`config.mk`:
```
export PLATFORM = sky130hd
export DESIGN_NAME = sensor_timing_health_monitor
export DESIGN_NICKNAME = d
export VERILOG_FILES = /design/src/rtl/sthm_pkg.sv /design/src/rtl/sthm_front.sv /design/src/rtl/sthm_fifo.sv /design/src/rtl/sthm_back.sv /design/src/rtl/sensor_timing_health_monitor.sv
export VERILOG_INCLUDE_DIRS = /design/src /design/src/rtl
export SDC_FILE = /design/constraint.sdc
export NUM_CORES = 2
export LEC_CHECK = 0
export ABC_CLOCK_PERIOD_IN_PS = 9100
export BUFFER_PORTS_ARGS = -buffer_cell sky130_fd_sc_hd__buf_4
export CORE_MARGIN = 4
export CORE_UTILIZATION = 55
export CTS_BUF_LIST = sky130_fd_sc_hd__clkbuf_8
export DETAILED_ROUTE_END_ITERATION = 8
export PLACE_DENSITY = 0.87
export SLEW_MARGIN = 20
export SYNTH_ARGS = -nofsm -noshare
export SYNTH_HDL_FRONTEND = slang
export SYNTH_SLANG_ARGS = --single-unit
export TNS_END_PERCENT = 1
```
`constraint.sdc`:
```
create_clock -name clk -period 9.1 [get_ports clk]
set_input_delay 1.82 -clock clk [delete_from_list [all_inputs] [get_ports clk]]
set_output_delay 1.82 -clock clk [all_outputs]
set_load 0.01 [all_outputs]
```
`src/rtl/assert_macros.svh`:
```
// Assertion macros shared by the monitor RTL.
`ifndef ASSERT_MACROS_SVH
`define ASSERT_MACROS_SVH

// Checked only while reset is released.
`define STHM_ASSERT(lbl, clk, rstn, prop, msg) \
  lbl: assert property (@(posedge clk) disable iff (!rstn) prop) else $error(msg);

// Checked at every clock edge, reset included.
`define STHM_ASSERT_ALWAYS(lbl, clk, prop, msg) \
  lbl: assert property (@(posedge clk) prop) else $error(msg);

`endif

```
`src/rtl/sthm_pkg.sv`:
```
// Package with constants, types and health-code functions of the timing monitor.
`timescale 1ns / 1ps

package sthm_pkg;

  localparam int RATE_FRAC_BITS_DEF = 8;
  localparam int TIME_BITS_DEF      = 63;
  localparam int FIFO_DEPTH         = 4;

  localparam int          NS_PER_S_W = 30;
  localparam logic [29:0] NS_PER_S   = 30'd1000000000;

  // floor(d / 10) == (d * DIV10_MUL) >> DIV10_SHIFT for any d below 2^32.
  localparam logic [31:0] DIV10_MUL   = 32'hCCCCCCCD;
  localparam int          DIV10_SHIFT = 35;

  localparam int NOMINAL_W  = 24;
  localparam int TOL_W      = 16;
  localparam int GAP_W      = 40;
  localparam int SRC_W      = 3;
  localparam int CFG_DATA_W = 40;
  localparam int CFG_IDX_W  = 2;

  localparam logic [CFG_IDX_W-1:0] REG_NOMINAL = 2'd0;
  localparam logic [CFG_IDX_W-1:0] REG_TOL     = 2'd1;
  localparam logic [CFG_IDX_W-1:0] REG_GAP     = 2'd2;
  localparam logic [CFG_IDX_W-1:0] REG_SOURCE  = 2'd3;

  localparam logic [TOL_W-1:0] TOL_RESET = 16'd6554;
  localparam logic [GAP_W-1:0] GAP_RESET = 40'd1000000000;
  localparam logic [SRC_W-1:0] SRC_RESET = 3'd3;

  localparam logic [1:0] FUNC_SAMPLE = 2'd0;
  localparam logic [1:0] FUNC_RAISE  = 2'd1;
  localparam logic [1:0] FUNC_CLEAR  = 2'd2;

  localparam logic [2:0] CODE_NONE        = 3'd0;
  localparam logic [2:0] CODE_CLOCK_STEP  = 3'd1;
  localparam logic [2:0] CODE_DROPOUT     = 3'd2;
  localparam logic [2:0] CODE_RATE_LOW    = 3'd3;
  localparam logic [2:0] CODE_RATE_HIGH   = 3'd4;
  localparam logic [2:0] CODE_SYNC_LOST   = 3'd5;

  localparam logic [SRC_W-1:0] SRC_ARRIVAL   = 3'd0;
  localparam logic [SRC_W-1:0] SRC_SW_OFFSET = 3'd2;

  localparam logic [1:0] LVL_NOMINAL  = 2'd0;
  localparam logic [1:0] LVL_DEGRADED = 2'd1;
  localparam logic [1:0] LVL_FAILED   = 2'd2;

  localparam logic [6:0] FAILED_MASK   = 7'h60;
  localparam logic [6:0] DEGRADED_MASK = 7'h1F;

  typedef struct packed {
    logic [6:0] flags;
    logic [1:0] level;
    logic       chg;
  } health_t;

  function automatic logic [1:0] level_of(input logic [6:0] f);
    logic [1:0] l;
    if ((f & FAILED_MASK) != 7'd0) l = LVL_FAILED;
    else if ((f & DEGRADED_MASK) != 7'd0) l = LVL_DEGRADED;
    else l = LVL_NOMINAL;
    return l;
  endfunction

  function automatic logic [2:0] dominant_of(input logic [6:0] f);
    logic [2:0] d;
    d = CODE_NONE;
    for (int i = 6; i >= 0; i--) begin
      if (f[i]) d = 3'(i + 1);
    end
    return d;
  endfunction

  function automatic health_t set_code(input health_t h, input logic [2:0] code,
                                       input logic on);
    health_t    r;
    logic [6:0] msk;
    logic [6:0] nxt;
    r = h;
    if (code != CODE_NONE) begin
      msk = 7'd1 << (code - 3'd1);
      nxt = on ? (h.flags | msk) : (h.flags & ~msk);
      if (nxt != h.flags) begin
        r.flags = nxt;
        r.level = level_of(nxt);
        if (r.level != h.level) r.chg = 1'b1;
      end
    end
    return r;
  endfunction

endpackage

```
`src/rtl/sthm_front.sv`:
```
// Front end: clamps sample stamps, measures the gap and packs each word for the queue.
`timescale 1ns / 1ps

module sthm_front import sthm_pkg::*; #(
  parameter int TIME_BITS = TIME_BITS_DEF,
  parameter int WORD_W    = 2 * TIME_BITS + 10
) (
  input  logic                 clk,
  input  logic                 rst_n,
  input  logic                 in_push,
  output logic                 in_full,
  input  logic [1:0]           in_func,
  input  logic [TIME_BITS-1:0] in_timestamp,
  input  logic [SRC_W-1:0]     in_stamp_source,
  input  logic [2:0]           in_event_code,
  input  logic                 q_full,
  output logic                 q_wr,
  output logic [WORD_W-1:0]    q_word
);

  logic [TIME_BITS-1:0] last_r;
  logic                 have_r;
  logic                 is_sample;
  logic                 clamp;
  logic [TIME_BITS-1:0] stamp;
  logic [TIME_BITS-1:0] gap;

  assign is_sample = (in_func == FUNC_SAMPLE);
  assign clamp     = is_sample && (in_timestamp < last_r);
  assign stamp     = clamp ? last_r : in_timestamp;
  assign gap       = stamp - last_r;
  assign in_full   = q_full;
  assign q_wr      = in_push && !q_full;
  assign q_word    = {in_func, in_stamp_source, in_event_code, have_r, clamp, stamp, gap};

  always_ff @(posedge clk) begin
    if (!rst_n) begin
      last_r <= '0;
      have_r <= 1'b0;
    end else if (q_wr && is_sample) begin
      last_r <= stamp;
      have_r <= 1'b1;
    end
  end

endmodule

```
`src/rtl/sthm_fifo.sv`:
```
// Short queue that decouples the front end from the back end.
`timescale 1ns / 1ps
`include "assert_macros.svh"

module sthm_fifo import sthm_pkg::*; #(
  parameter int WIDTH = 8,
  parameter int DEPTH = FIFO_DEPTH
) (
  input  logic             clk,
  input  logic             rst_n,
  input  logic             wr_en,
  input  logic [WIDTH-1:0] wr_data,
  output logic             full,
  input  logic             rd_en,
  output logic [WIDTH-1:0] rd_data,
  output logic             empty
);

  localparam int PW = (DEPTH > 1) ? $clog2(DEPTH) : 1;
  localparam int CW = $clog2(DEPTH + 1);

  logic [WIDTH-1:0] mem_r [DEPTH];
  logic [PW-1:0]    wp_r;
  logic [PW-1:0]    rp_r;
  logic [CW-1:0]    cnt_r;
  logic             do_wr;
  logic             do_rd;

  assign full    = (cnt_r == CW'(DEPTH));
  assign empty   = (cnt_r == '0);
  assign do_wr   = wr_en && !full;
  assign do_rd   = rd_en && !empty;
  assign rd_data = mem_r[rp_r];

  always_ff @(posedge clk) begin
    if (do_wr) mem_r[wp_r] <= wr_data;
  end

  always_ff @(posedge clk) begin
    if (!rst_n) begin
      wp_r  <= '0;
      rp_r  <= '0;
      cnt_r <= '0;
    end else begin
      if (do_wr) wp_r <= (wp_r == PW'(DEPTH - 1)) ? '0 : wp_r + 1'b1;
      if (do_rd) rp_r <= (rp_r == PW'(DEPTH - 1)) ? '0 : rp_r + 1'b1;
      if (do_wr && !do_rd) cnt_r <= cnt_r + 1'b1;
      else if (do_rd && !do_wr) cnt_r <= cnt_r - 1'b1;
    end
  end

  `STHM_ASSERT(a_cnt_bound, clk, rst_n, cnt_r <= CW'(DEPTH), "queue count exceeds depth")
  `STHM_ASSERT(a_cnt_inc, clk, rst_n, (do_wr && !do_rd) |=> (cnt_r == $past(cnt_r) + 1'b1), "queue count did not grow")
  `STHM_ASSERT_ALWAYS(a_rst_empty, clk, !rst_n |=> (cnt_r == '0), "queue not empty after reset")

endmodule

```
`src/rtl/sthm_back.sv`:
```
// Back end: rate divider, smoothing, health-code update and result register.
`timescale 1ns / 1ps
`include "assert_macros.svh"

module sthm_back import sthm_pkg::*; #(
  parameter int RATE_FRAC_BITS = RATE_FRAC_BITS_DEF,
  parameter int TIME_BITS      = TIME_BITS_DEF,
  parameter int WORD_W         = 2 * TIME_BITS + 10,
  parameter int RW             = 16 + RATE_FRAC_BITS
) (
  input  logic                 clk,
  input  logic                 rst_n,
  input  logic [NOMINAL_W-1:0] nominal,
  input  logic [TOL_W-1:0]     tol,
  input  logic [GAP_W-1:0]     gap_lim,
  input  logic [SRC_W-1:0]     src_cfg,
  input  logic                 q_empty,
  input  logic [WORD_W-1:0]    q_word,
  output logic                 q_rd,
  input  logic                 out_pop,
  output logic                 out_empty,
  output logic [TIME_BITS-1:0] out_stamp_out,
  output logic [1:0]           out_level,
  output logic [2:0]           out_dominant_code,
  output logic [6:0]           out_active_codes,
  output logic [RW-1:0]        out_rate_estimate,
  output logic [TIME_BITS-1:0] out_level_since
);

  localparam int DVD_W = NS_PER_S_W + RATE_FRAC_BITS;
  localparam int DCW   = $clog2(DVD_W);
  localparam int BND_W = NOMINAL_W + 17;
  localparam int CMP_W = (RW + 16 > BND_W) ? RW + 16 : BND_W;
  localparam int GCW   = (TIME_BITS > GAP_W) ? TIME_BITS : GAP_W;
  localparam int PRD_W = RW + 32;
  localparam logic [DVD_W-1:0] DIVIDEND = {NS_PER_S, RATE_FRAC_BITS'(0)};
  localparam logic [RW-1:0]    RATE_MAX = '1;

  localparam logic [2:0] ST_IDLE = 3'd0;
  localparam logic [2:0] ST_DIV  = 3'd1;
  localparam logic [2:0] ST_DIFF = 3'd2;
  localparam logic [2:0] ST_MUL  = 3'd3;
  localparam logic [2:0] ST_ADJ  = 3'd4;
  localparam logic [2:0] ST_FIN  = 3'd5;

  logic [2:0]           state_r;
  logic [1:0]           func_r;
  logic [SRC_W-1:0]     src_r;
  logic [2:0]           code_r;
  logic                 have_r;
  logic                 clamp_r;
  logic [TIME_BITS-1:0] stamp_r;
  logic [TIME_BITS-1:0] gap_r;
  logic [TIME_BITS-1:0] rem_r;
  logic [DVD_W-1:0]     dvd_r;
  logic [DVD_W-1:0]     quo_r;
  logic [DCW-1:0]       cnt_r;
  logic                 up_r;
  logic [RW-1:0]        diff_r;
  logic [PRD_W-1:0]     prod_r;
  logic [RW-1:0]        rate_new_r;
  logic [BND_W-1:0]     lo_r;
  logic [BND_W-1:0]     hi_r;
  logic [RW-1:0]        rate_r;
  logic [6:0]           flags_r;
  logic [1:0]           level_r;
  logic [TIME_BITS-1:0] since_r;
  logic [TIME_BITS-1:0] out_stamp_r;
  logic                 out_valid_r;

  logic [TIME_BITS:0]   rem_sh;
  logic                 rem_ge;
  logic [RW-1:0]        inst;
  logic [RW-4:0]        q10;
  logic [CMP_W-1:0]     scaled;
  logic                 fin_go;
  logic                 fin_wait;
  logic                 fails_now;
  health_t              h;

  assign q_rd      = (state_r == ST_IDLE) && !q_empty;
  assign fin_go    = (state_r == ST_FIN) && (!out_valid_r || out_pop);
  assign fin_wait  = (state_r == ST_FIN) && out_valid_r && !out_pop;
  assign fails_now = (flags_r & FAILED_MASK) != 7'd0;
  assign rem_sh    = {rem_r, dvd_r[DVD_W-1]};
  assign rem_ge    = rem_sh >= {1'b0, gap_r};
  assign inst      = (quo_r[DVD_W-1:RW] != '0) ? RATE_MAX : quo_r[RW-1:0];
  assign q10       = prod_r[DIV10_SHIFT +: RW - 3];
  assign scaled    = CMP_W'({rate_new_r, 16'd0});

  always_comb begin
    h = '{flags: flags_r, level: level_r, chg: 1'b0};
    if (func_r == FUNC_SAMPLE) begin
      if (clamp_r) h = set_code(h, CODE_CLOCK_STEP, 1'b1);
      if (have_r) begin
        h = set_code(h, CODE_DROPOUT, GCW'(gap_r) > GCW'(gap_lim));
        if (nominal != '0 && rate_new_r != '0) begin
          if (scaled < CMP_W'(lo_r)) begin
            h = set_code(h, CODE_RATE_HIGH, 1'b0);
            h = set_code(h, CODE_RATE_LOW, 1'b1);
          end else if (scaled > CMP_W'(hi_r)) begin
            h = set_code(h, CODE_RATE_LOW, 1'b0);
            h = set_code(h, CODE_RATE_HIGH, 1'b1);
          end else begin
            h = set_code(h, CODE_RATE_LOW, 1'b0);
            h = set_code(h, CODE_RATE_HIGH, 1'b0);
          end
        end
      end
      if (src_r == SRC_SW_OFFSET && src_cfg != SRC_SW_OFFSET
          && src_cfg != SRC_ARRIVAL) begin
        h = set_code(h, CODE_SYNC_LOST, 1'b1);
      end else if (src_r == src_cfg) begin
        h = set_code(h, CODE_SYNC_LOST, 1'b0);
      end
    end else if (func_r == FUNC_RAISE) begin
      h = set_code(h, code_r, 1'b1);
    end else if (func_r == FUNC_CLEAR) begin
      h = set_code(h, code_r, 1'b0);
    end
  end

  always_ff @(posedge clk) begin
    case (state_r)
      ST_IDLE: begin
        if (q_rd) begin
          {func_r, src_r, code_r, have_r, clamp_r, stamp_r, gap_r} <= q_word;
          rem_r      <= '0;
          dvd_r      <= DIVIDEND;
          quo_r      <= '0;
          cnt_r      <= '0;
          rate_new_r <= rate_r;
          lo_r <= BND_W'(nominal) * BND_W'(17'd65536 - {1'b0, tol});
          hi_r <= BND_W'(nominal) * BND_W'(17'd65536 + {1'b0, tol});
        end
      end
      ST_DIV: begin
        rem_r <= rem_ge ? TIME_BITS'(rem_sh - {1'b0, gap_r}) : rem_sh[TIME_BITS-1:0];
        quo_r <= {quo_r[DVD_W-2:0], rem_ge};
        dvd_r <= {dvd_r[DVD_W-2:0], 1'b0};
        cnt_r <= cnt_r + 1'b1;
      end
      ST_DIFF: begin
        if (rate_r == '0) rate_new_r <= inst;
        up_r   <= inst >= rate_r;
        diff_r <= (inst >= rate_r) ? inst - rate_r : rate_r - inst;
      end
      ST_MUL: begin
        prod_r <= PRD_W'(diff_r) * PRD_W'(DIV10_MUL);
      end
      ST_ADJ: begin
        rate_new_r <= up_r ? rate_r + RW'(q10) : rate_r - RW'(q10);
      end
      default: begin
      end
    endcase
  end

  always_ff @(posedge clk) begin
    if (!rst_n) begin
      state_r     <= ST_IDLE;
      rate_r      <= '0;
      flags_r     <= '0;
      level_r     <= LVL_NOMINAL;
      since_r     <= '0;
      out_valid_r <= 1'b0;
    end else begin
      if (fin_go) out_valid_r <= 1'b1;
      else if (out_pop && out_valid_r) out_valid_r <= 1'b0;
      case (state_r)
        ST_IDLE: begin
          if (q_rd) begin
            if (q_word[WORD_W-1 -: 2] == FUNC_SAMPLE && q_word[2*TIME_BITS+1]
                && q_word[TIME_BITS-1:0] != '0) begin
              state_r <= ST_DIV;
            end else begin
              state_r <= ST_FIN;
            end
          end
        end
        ST_DIV: begin
          if (cnt_r == DCW'(DVD_W - 1)) state_r <= ST_DIFF;
        end
        ST_DIFF: begin
          state_r <= (rate_r == '0) ? ST_FIN : ST_MUL;
        end
        ST_MUL: state_r <= ST_ADJ;
        ST_ADJ: state_r <= ST_FIN;
        ST_FIN: begin
          if (fin_go) begin
            flags_r     <= h.flags;
            level_r     <= h.level;
            if (h.chg) since_r <= stamp_r;
            rate_r      <= rate_new_r;
            out_stamp_r <= stamp_r;
            state_r     <= ST_IDLE;
          end
        end
        default: state_r <= ST_IDLE;
      endcase
    end
  end

  assign out_empty         = !out_valid_r;
  assign out_stamp_out     = out_stamp_r;
  assign out_level         = level_r;
  assign out_dominant_code = dominant_of(flags_r);
  assign out_active_codes  = flags_r;
  assign out_rate_estimate = rate_r;
  assign out_level_since   = since_r;

  `STHM_ASSERT(a_level_match, clk, rst_n, (level_r == LVL_FAILED) == fails_now, "bad level")
  `STHM_ASSERT(a_div_gap, clk, rst_n, (state_r == ST_DIV) |-> (gap_r != '0), "zero gap")
  `STHM_ASSERT(a_fin_hold, clk, rst_n, fin_wait |=> (state_r == ST_FIN), "result overwritten")

endmodule

```
`src/rtl/sensor_timing_health_monitor.sv`:
```
// Top level of the sensor timing health monitor with its configuration registers.
//
//   Channel  Handshake            Moves
//   input    in_push / in_full    one sample or event word
//   output   out_pop / out_empty  one status word per input word
//   config   cfg_we               one register write, index and data
//
// A sample with a previous sample and a nonzero gap reaches the result register through
// the queue, 30 + RATE_FRAC_BITS divider steps, the difference, the multiply by one
// tenth, the adjust and the final update. While the estimate is still zero the multiply
// and the adjust are skipped; other words go from the queue straight to the final
// update. A four-word queue lets the front end keep accepting while the back end works.
// Reset is synchronous and clears the control state and loads the register defaults. A
// full output register stalls the back end, and the front end too once the queue fills.
`timescale 1ns / 1ps

module sensor_timing_health_monitor import sthm_pkg::*; #(
  parameter int RATE_FRAC_BITS = RATE_FRAC_BITS_DEF,
  parameter int TIME_BITS      = TIME_BITS_DEF
) (
  input  logic                         clk,
  input  logic                         rst_n,
  input  logic                         cfg_we,
  input  logic [CFG_IDX_W-1:0]         cfg_index,
  input  logic [CFG_DATA_W-1:0]        cfg_wdata,
  input  logic                         in_push,
  output logic                         in_full,
  input  logic [1:0]                   in_func,
  input  logic [TIME_BITS-1:0]         in_timestamp,
  input  logic [SRC_W-1:0]             in_stamp_source,
  input  logic [2:0]                   in_event_code,
  input  logic                         out_pop,
  output logic                         out_empty,
  output logic [TIME_BITS-1:0]         out_stamp_out,
  output logic [1:0]                   out_level,
  output logic [2:0]                   out_dominant_code,
  output logic [6:0]                   out_active_codes,
  output logic [16+RATE_FRAC_BITS-1:0] out_rate_estimate,
  output logic [TIME_BITS-1:0]         out_level_since
);

  localparam int WORD_W = 2 * TIME_BITS + 10;

  logic [NOMINAL_W-1:0] nominal_r;
  logic [TOL_W-1:0]     tol_r;
  logic [GAP_W-1:0]     gap_r;
  logic [SRC_W-1:0]     src_r;
  logic                 q_wr;
  logic                 q_rd;
  logic                 q_full;
  logic                 q_empty;
  logic [WORD_W-1:0]    q_wdata;
  logic [WORD_W-1:0]    q_rdata;

  always_ff @(posedge clk) begin
    if (!rst_n) begin
      nominal_r <= '0;
      tol_r     <= TOL_RESET;
      gap_r     <= GAP_RESET;
      src_r     <= SRC_RESET;
    end else if (cfg_we) begin
      case (cfg_index)
        REG_NOMINAL: nominal_r <= cfg_wdata[NOMINAL_W-1:0];
        REG_TOL:     tol_r     <= cfg_wdata[TOL_W-1:0];
        REG_GAP:     gap_r     <= cfg_wdata[GAP_W-1:0];
        REG_SOURCE:  src_r     <= cfg_wdata[SRC_W-1:0];
        default: begin
        end
      endcase
    end
  end

  sthm_front #(.TIME_BITS(TIME_BITS), .WORD_W(WORD_W)) u_front (
    .clk             (clk),
    .rst_n           (rst_n),
    .in_push         (in_push),
    .in_full         (in_full),
    .in_func         (in_func),
    .in_timestamp    (in_timestamp),
    .in_stamp_source (in_stamp_source),
    .in_event_code   (in_event_code),
    .q_full          (q_full),
    .q_wr            (q_wr),
    .q_word          (q_wdata)
  );

  sthm_fifo #(.WIDTH(WORD_W), .DEPTH(FIFO_DEPTH)) u_fifo (
    .clk     (clk),
    .rst_n   (rst_n),
    .wr_en   (q_wr),
    .wr_data (q_wdata),
    .full    (q_full),
    .rd_en   (q_rd),
    .rd_data (q_rdata),
    .empty   (q_empty)
  );

  sthm_back #(
    .RATE_FRAC_BITS (RATE_FRAC_BITS),
    .TIME_BITS      (TIME_BITS),
    .WORD_W         (WORD_W),
    .RW             (16 + RATE_FRAC_BITS)
  ) u_back (
    .clk               (clk),
    .rst_n             (rst_n),
    .nominal           (nominal_r),
    .tol               (tol_r),
    .gap_lim           (gap_r),
    .src_cfg           (src_r),
    .q_empty           (q_empty),
    .q_word            (q_rdata),
    .q_rd              (q_rd),
    .out_pop           (out_pop),
    .out_empty         (out_empty),
    .out_stamp_out     (out_stamp_out),
    .out_level         (out_level),
    .out_dominant_code (out_dominant_code),
    .out_active_codes  (out_active_codes),
    .out_rate_estimate (out_rate_estimate),
    .out_level_since   (out_level_since)
  );

endmodule

```
# Yosys cells after proc, flatten, opt, wreduce, memory -nomap -nowiden
# Memory sizes are Yosys's and may differ from the RTL's. A register that Yosys moved wholly into a read port is not among the register bits.
# Index checks and enable logic that the tools add are counted.
# Widths: inputs -> output; s select.
[op_classes]
addsub = 14
mul = 3
n_div = 0
magnitude_cmp = 6
eq_ne = 37
shifts = 1
muxes = 167
bitwise_logic = 3
n_reduce_logical = 69
[op_table]
columns = ["operator", "count"]
rows = [
  ["$mux 10", 29],
  ["$mux 63", 3],
  ["$pmux 38 s2", 2],
  ["$mux 2", 71],
  ["$pmux 63 s2", 1],
  ["$sub 63x63->63", 2],
  ["$mux 24", 5],
  ["$reduce_bool 7->1", 16],
  ["$mul 24x41->41", 2],
  ["$mux 38", 2],
  ["$pmux 24 s3", 1],
  ["$mux 3", 23],
  ["$ge 64x63->1", 1],
  ["$gt 63x40->1", 1],
  ["$lt 63x63->1", 1],
  ["$reduce_bool 63->1", 1],
  ["$mul 24x32->56 const B", 1],
  ["$reduce_bool 24->1", 2],
  ["$sub 24x24->24", 2],
  ["$gt 40x41->1", 1],
  ["$lt 40x41->1", 1],
  ["$add 24x21->24", 1],
  ["$ge 24x24->1", 1],
  ["$logic_not 24->1", 1],
  ["other kinds (41)", 129],
]
[totals]
ff_bits = 785
latch_bits = 0
mem_bits_rw = 544
romBits = 0
in_bits = 118
out_inout_bits = 164
wordCells = 334
mem_count = 1
[memory_table]
columns = ["memory", "depth", "width", "read_ports", "rd_ports_with_merged_regs", "wr", "line_no", "source"]
rows = [
  ["u_fifo.mem_r", 4, 136, 1, 1, 1, "sthm_fifo.sv:22", "logic [WIDTH-1:0] mem_r [DEPTH];"],
]

# Depth between registers and ports, before layout
[logic_depth]
depth_word = 70
mapped_depth = 37
mapped_depth_nobuf = 34

# By module
# A second synthesis with hierarchy kept.
[unflattened]
cells_unflattened = 9137
area_unflattened_um2 = 97950.2
[by_module_without_submodules]
columns = ["mod", "instances", "cells_per_inst", "area_per_inst_um2"]
rows = [
  ["sthm_back", 1, 6876, 66276.1],
  ["sthm_fifo", 1, 761, 20060.5],
  ["sthm_front", 1, 1162, 8321.7],
  ["sensor_timing_health_monitor", 1, 338, 3291.9],
]

# Worst setup path before layout
# OpenSTA, ideal clock, no wires.
[synth_timing]
path_type = "register to register"
startpoint = "register tol_r[3]"
endpoint = "register u_back.lo_r[37], data pin"
arrival_time_ps = 8388
t_required_ps = 8842
setup_slack_ps = 454
stages_incl_launch_ff = 34
n_path_buf = 2
synth_period_minus_slack_ps = 8646
cell_sequence = "dfxtp_1 -> clkbuf_1 -> or4_1 -> nor4_1 -> nor2b_1 -> nand2_1 -> nor4_1 -> xnor2_1 -> clkbuf_1 -> nand2_1 -> fa_1 -> fa_1 -> fa_1 -> fa_1 -> inv_1 -> fa_1 -> fa_1 -> inv_1 -> fa_1 -> inv_1 -> ha_1 -> a21o_1 -> a21o_1 -> a21o_1 -> a21oi_1 -> o21ai_0 -> a21o_1 -> o21ai_0 -> a31oi_1 -> nor4_1 -> o41ai_1 -> a21o_1 -> a21oi_1 -> xnor2_1"
[synth_via]
elab_chain_len = 2
[synth_lines]
columns = ["item", "line_no", "source"]
rows = [
  ["from (decl)", "sensor_timing_health_monitor.sv:45", "logic [TOL_W-1:0] tol_r;"],
  ["from (signal assigned)", "sensor_timing_health_monitor.sv:64", "REG_TOL: tol_r <= cfg_wdata[TOL_W-1:0];"],
  ["$sub 17x16->18", "sthm_back.sv:133", "lo_r <= BND_W'(nominal) * BND_W'(17'd65536 - {1'b0, tol});"],
  ["$mul 24x41->41", "sthm_back.sv:133", ""],
  ["to (signal assigned)", "sthm_back.sv:133", ""],
  ["to (decl)", "sthm_back.sv:62", "logic [BND_W-1:0] lo_r;"],
]
# No other way between the ends.
# A chain may end at the register's enable or synchronous reset.

# Worst setup path in the final report
[layout_timing]
startpoint = "register tol_r[2]"
endpoint = "register u_back.lo_r[37], data pin"
# Same word-level chain as after synthesis.

==> summary.txt <==
Outcome
  – Outcome: finished clean

Clocking
  – Worst-path clk slew: 0.07 ns
  – H-Tree Depth: 4
  – Root buffer cell: clkbuf_8
  – Post-CTS Hold Buffers: 0
  – Worst-skew pair later-pin latency: 0.98 ns
  – CTS sink count: 1278
  – Clock Path Buffers: 3
  – CTS Buf Count: 204
  – CTS tree: done

Power
  – Clock power share: 14.4%
  – Comb pwr share: 59.4%
  – Pwr/cell area: 343 mW/mm^2
  – Power, Total: 0.0367 W
  – Pleak: 47.1 nW
  – Power Internal: 0.0207 W
  – Net Sw Frac: 43.6%
  – VDD IR max: 962 uV
  – P_sw: 0.0160 W
  – Sequential share of power: 26.2%

Layout
  – Filler Cells Inserted: 13300
  – Commonest non-fill, non-tap cell in the layout: inv_1
  – Nets: 11100
  – Area occupied by multi-input gates: 0.0552 sq mm
  – Sequential Area: 0.0358 sq mm
  – Area Growth Syn to Fin: 9.72%
  – Share of post-route cells with drive strength above 1: 11.1%
  – Most frequent cells in the layout: inv_1, nand2_1, edfxtp_1

Worst hold path
  – Hold crit path type: reg -> reg
  – Worst hold path depth: 0

Synthesis
  – Post-synth EDFFs: 1022
  – Syn Inst Count: 8978
  – Share of synthesized registers carrying an async set or reset: 0%
  – Post-Syn Area per Cell: 10.9 sq um
  – Yosys warns: 0
  – #FFs+latches synth: 1278
  – Primary FF master, synth: edfxtp_1
  – Register area share after synthesis: 36.7%
  – Post-Syn Area: 0.0975 sq mm
  – Syn Nets: 10800
  – Library cells used by synthesis: 98

Timing
  – Max frequency: 112 MHz
  – Max transition margin: 24.3%
  – Final period util: 97.8%
  – Minimum clock period: 8.90 ns
  – Worst Skew: 0.0806 ns
  – Hold Vio Cnt, Final: 0
  – Final Setup Violations: 0
  – Final setup TNS: 0 ns
  – Worst hold slack: 0.446 ns
  – Worst Tran Pin Value: 1.11 ns
  – Fin. max-slew vios: 0
  – Final Worst Setup Slack: 0.200 ns

Route
  – First drt pass iteration count: 6
  – Vias post-DR: 68800
  – Vias per cell: 5.84
  – DR WL/cell: 21.9 um
  – # DRC: 0
  – Antenna Violating Nets Remaining: 0
  – Final wirelength: 257 mm
  – DRT iter0 DRCs: 5697

Critical path
  – Data required time at the worst endpoint: 9.78 ns
  – CP max FO: 6
  – CP Data Arrival Time: 9.58 ns
  – Crit. End Element: register
  – Critical path type: reg -> reg
  – Worst Reg-to-Reg Cells: 35
  – Crit path largest cell delay: 0.56 ns
  – CP max stage cell: or4_4
  – Startpoint Class: register
  – CP dominant cell by count: fa_1

Global route
  – First-pass GRT wire length: 404 mm
  – GR Overflow Total: 0
  – Largest net degree at the start of global routing: 111
  – Vias in the first global route: 72500
  – Initial antenna violation count: 6
  – Total track usage: 27.9%

Floorplan
  – Core box area: 0.176 sq mm
  – Die area: 0.184 sq mm
  – Die Ht: 429 um
  – Die width: 429 um
  – Initial core utilization: 55.3%
  – FP Rows: 154
  – I/O pin count: 282

Placement
  – GPL Wtd Cong: 0.956
  – HPWL Detailed: 193 mm
  – Number of port buffers: 281
  – Pre-CTS setup slack: -0.145 ns

Run
  – Max Cap Viol: 0
power by group through the flow:
stage | Combinational [W] | Clock, W | Sequential (W)
final | 0.0218 | 0.00529 | 0.00962
after global routing | 0.0247 | 0.00566 | 0.00972
after CTS | 0.0218 | 0.00538 | 0.00959
after detailed placement | 0.0216 | 0 | 0.00968
after global placement | 0.0208 | 0 | 0.00962
after floorplan | 0.0160 | 0 | 0.00941
timing repair:
action,in CTS,in global routing
endpoints found under the setup margin,4,8
pin swaps,0,8
setup buffers,0,2
gates resized for setup,2,35
state kept, by name, indices dropped and copies added, names as in the netlist, 21 cells and up, named ones only:
name                      count
nominal_r                    24
u_back.rem_r                 63
u_back.out_level_since       63
u_back.quo_r                 38
u_back.lo_r                  40
u_back.rate_new_r            24
u_back.gap_r                 63
u_back.dvd_r                 21
gap_r                        40
u_back.diff_r                24
u_back.stamp_r               63
u_back.out_stamp_out         63
u_back.hi_r                  41
u_back.prod_r                21
u_back.out_rate_estimate     24
u_front.last_r               63
u_fifo.mem_r                544
per-layer routing:
layer / share of wire, % / vias to the layer above / GRT usage [%]
met5: 0.021 / - / 0
met4: 5.1 / 8 / 13.2
met3: 8.9 / 665 / 6.47
met2: 47 / 3236 / 45.8
met1: 39 / 34200 / 35.1
li1: - / 30700 / -
metrics by stage:
stage	util [%]	cells	cell area (sq um)
3_5_place_dp	58.0	11400	102000
4_1_cts	60.6	11800	107000
5_1_grt	60.7	11800	107000
2_1_floorplan	-	8978	97500
3_3_place_gp	58.0	11400	102000
6_report	60.7	11800	107000
logic make-up (layout without fill, tap and decap cells):
kind of cell | Yosys count | after routing | synth area share [%]
simple gates | 2335 | 2335 | 11.5
buf+inv | 1784 | 2241 | 7.00
fa+ha+maj | 1704 | 1704 | 28.3
flops | 1278 | 1278 | 36.7
compound gates | 1235 | 1235 | 8.41
mux | 343 | 343 | 5.36
xor+xnor | 299 | 299 | 2.69
other cells | 0 | 2 | 0
worst paths after layout:
path                                          from  slack (ns)                  endpoint
worst min-delay path            u_back.stamp_r[43]        0.45  u_back.out_stamp_out[43]
worst max register to register            tol_r[2]        0.20           u_back.lo_r[37]
worst min register to register  u_back.stamp_r[43]        0.45  u_back.out_stamp_out[43]
worst max-delay path                      tol_r[2]        0.20           u_back.lo_r[37]
synthesized netlist by cell type, types with 36 or more instances:
master	n	area, sq um
mux2i_1	140	1400
or3_1	38	238
xor2_1	98	858
edfxtp_1	1022	30700
nand2b_1	47	294
o21ai_0	176	881
o21a_1	42	315
inv_1	1419	5330
nand3_1	66	330
a31oi_1	36	225
nor4_1	72	450
ha_1	862	10800
dfxtp_1	256	5120
nand4_1	78	488
xnor2_1	200	1750
fa_1	842	16900
a21o_1	212	1590
clkbuf_1	319	1200
nor2_1	312	1170
mux2_2	66	743
nand2_1	1045	3920
a21oi_1	332	1660
and2_1	452	2830
o211ai_1	40	300
nor3_1	71	355
a21boi_0	155	1160
nor2b_1	53	332
o21bai_1	46	345
mux4_2	136	3060
final cells by class:
type | count | area share (%)
multi-input cells | 5916 | 51.6
flip-flops and latches | 1278 | 33.5
inverters | 1421 | 4.99
repair buffers | 433 | 3.09
clock buffers | 228 | 2.93
well taps | 2340 | 2.74
clock inverters | 159 | 1.18
diodes | 2 | 0.00468
worst max-delay path, delay by kind of cell, from the launching register on:
kind,cells,cell delay [ns]
buffers and inverters,7,0.73
XOR/XNOR,2,0.26
AO/OA/AOI/OAI,11,1.68
adder cells (fa/ha/maj),8,3.81
flip-flops,1,0.32
AND/OR/NAND/NOR,7,1.79
No activity file was read; power rests on OpenSTA's default activity.
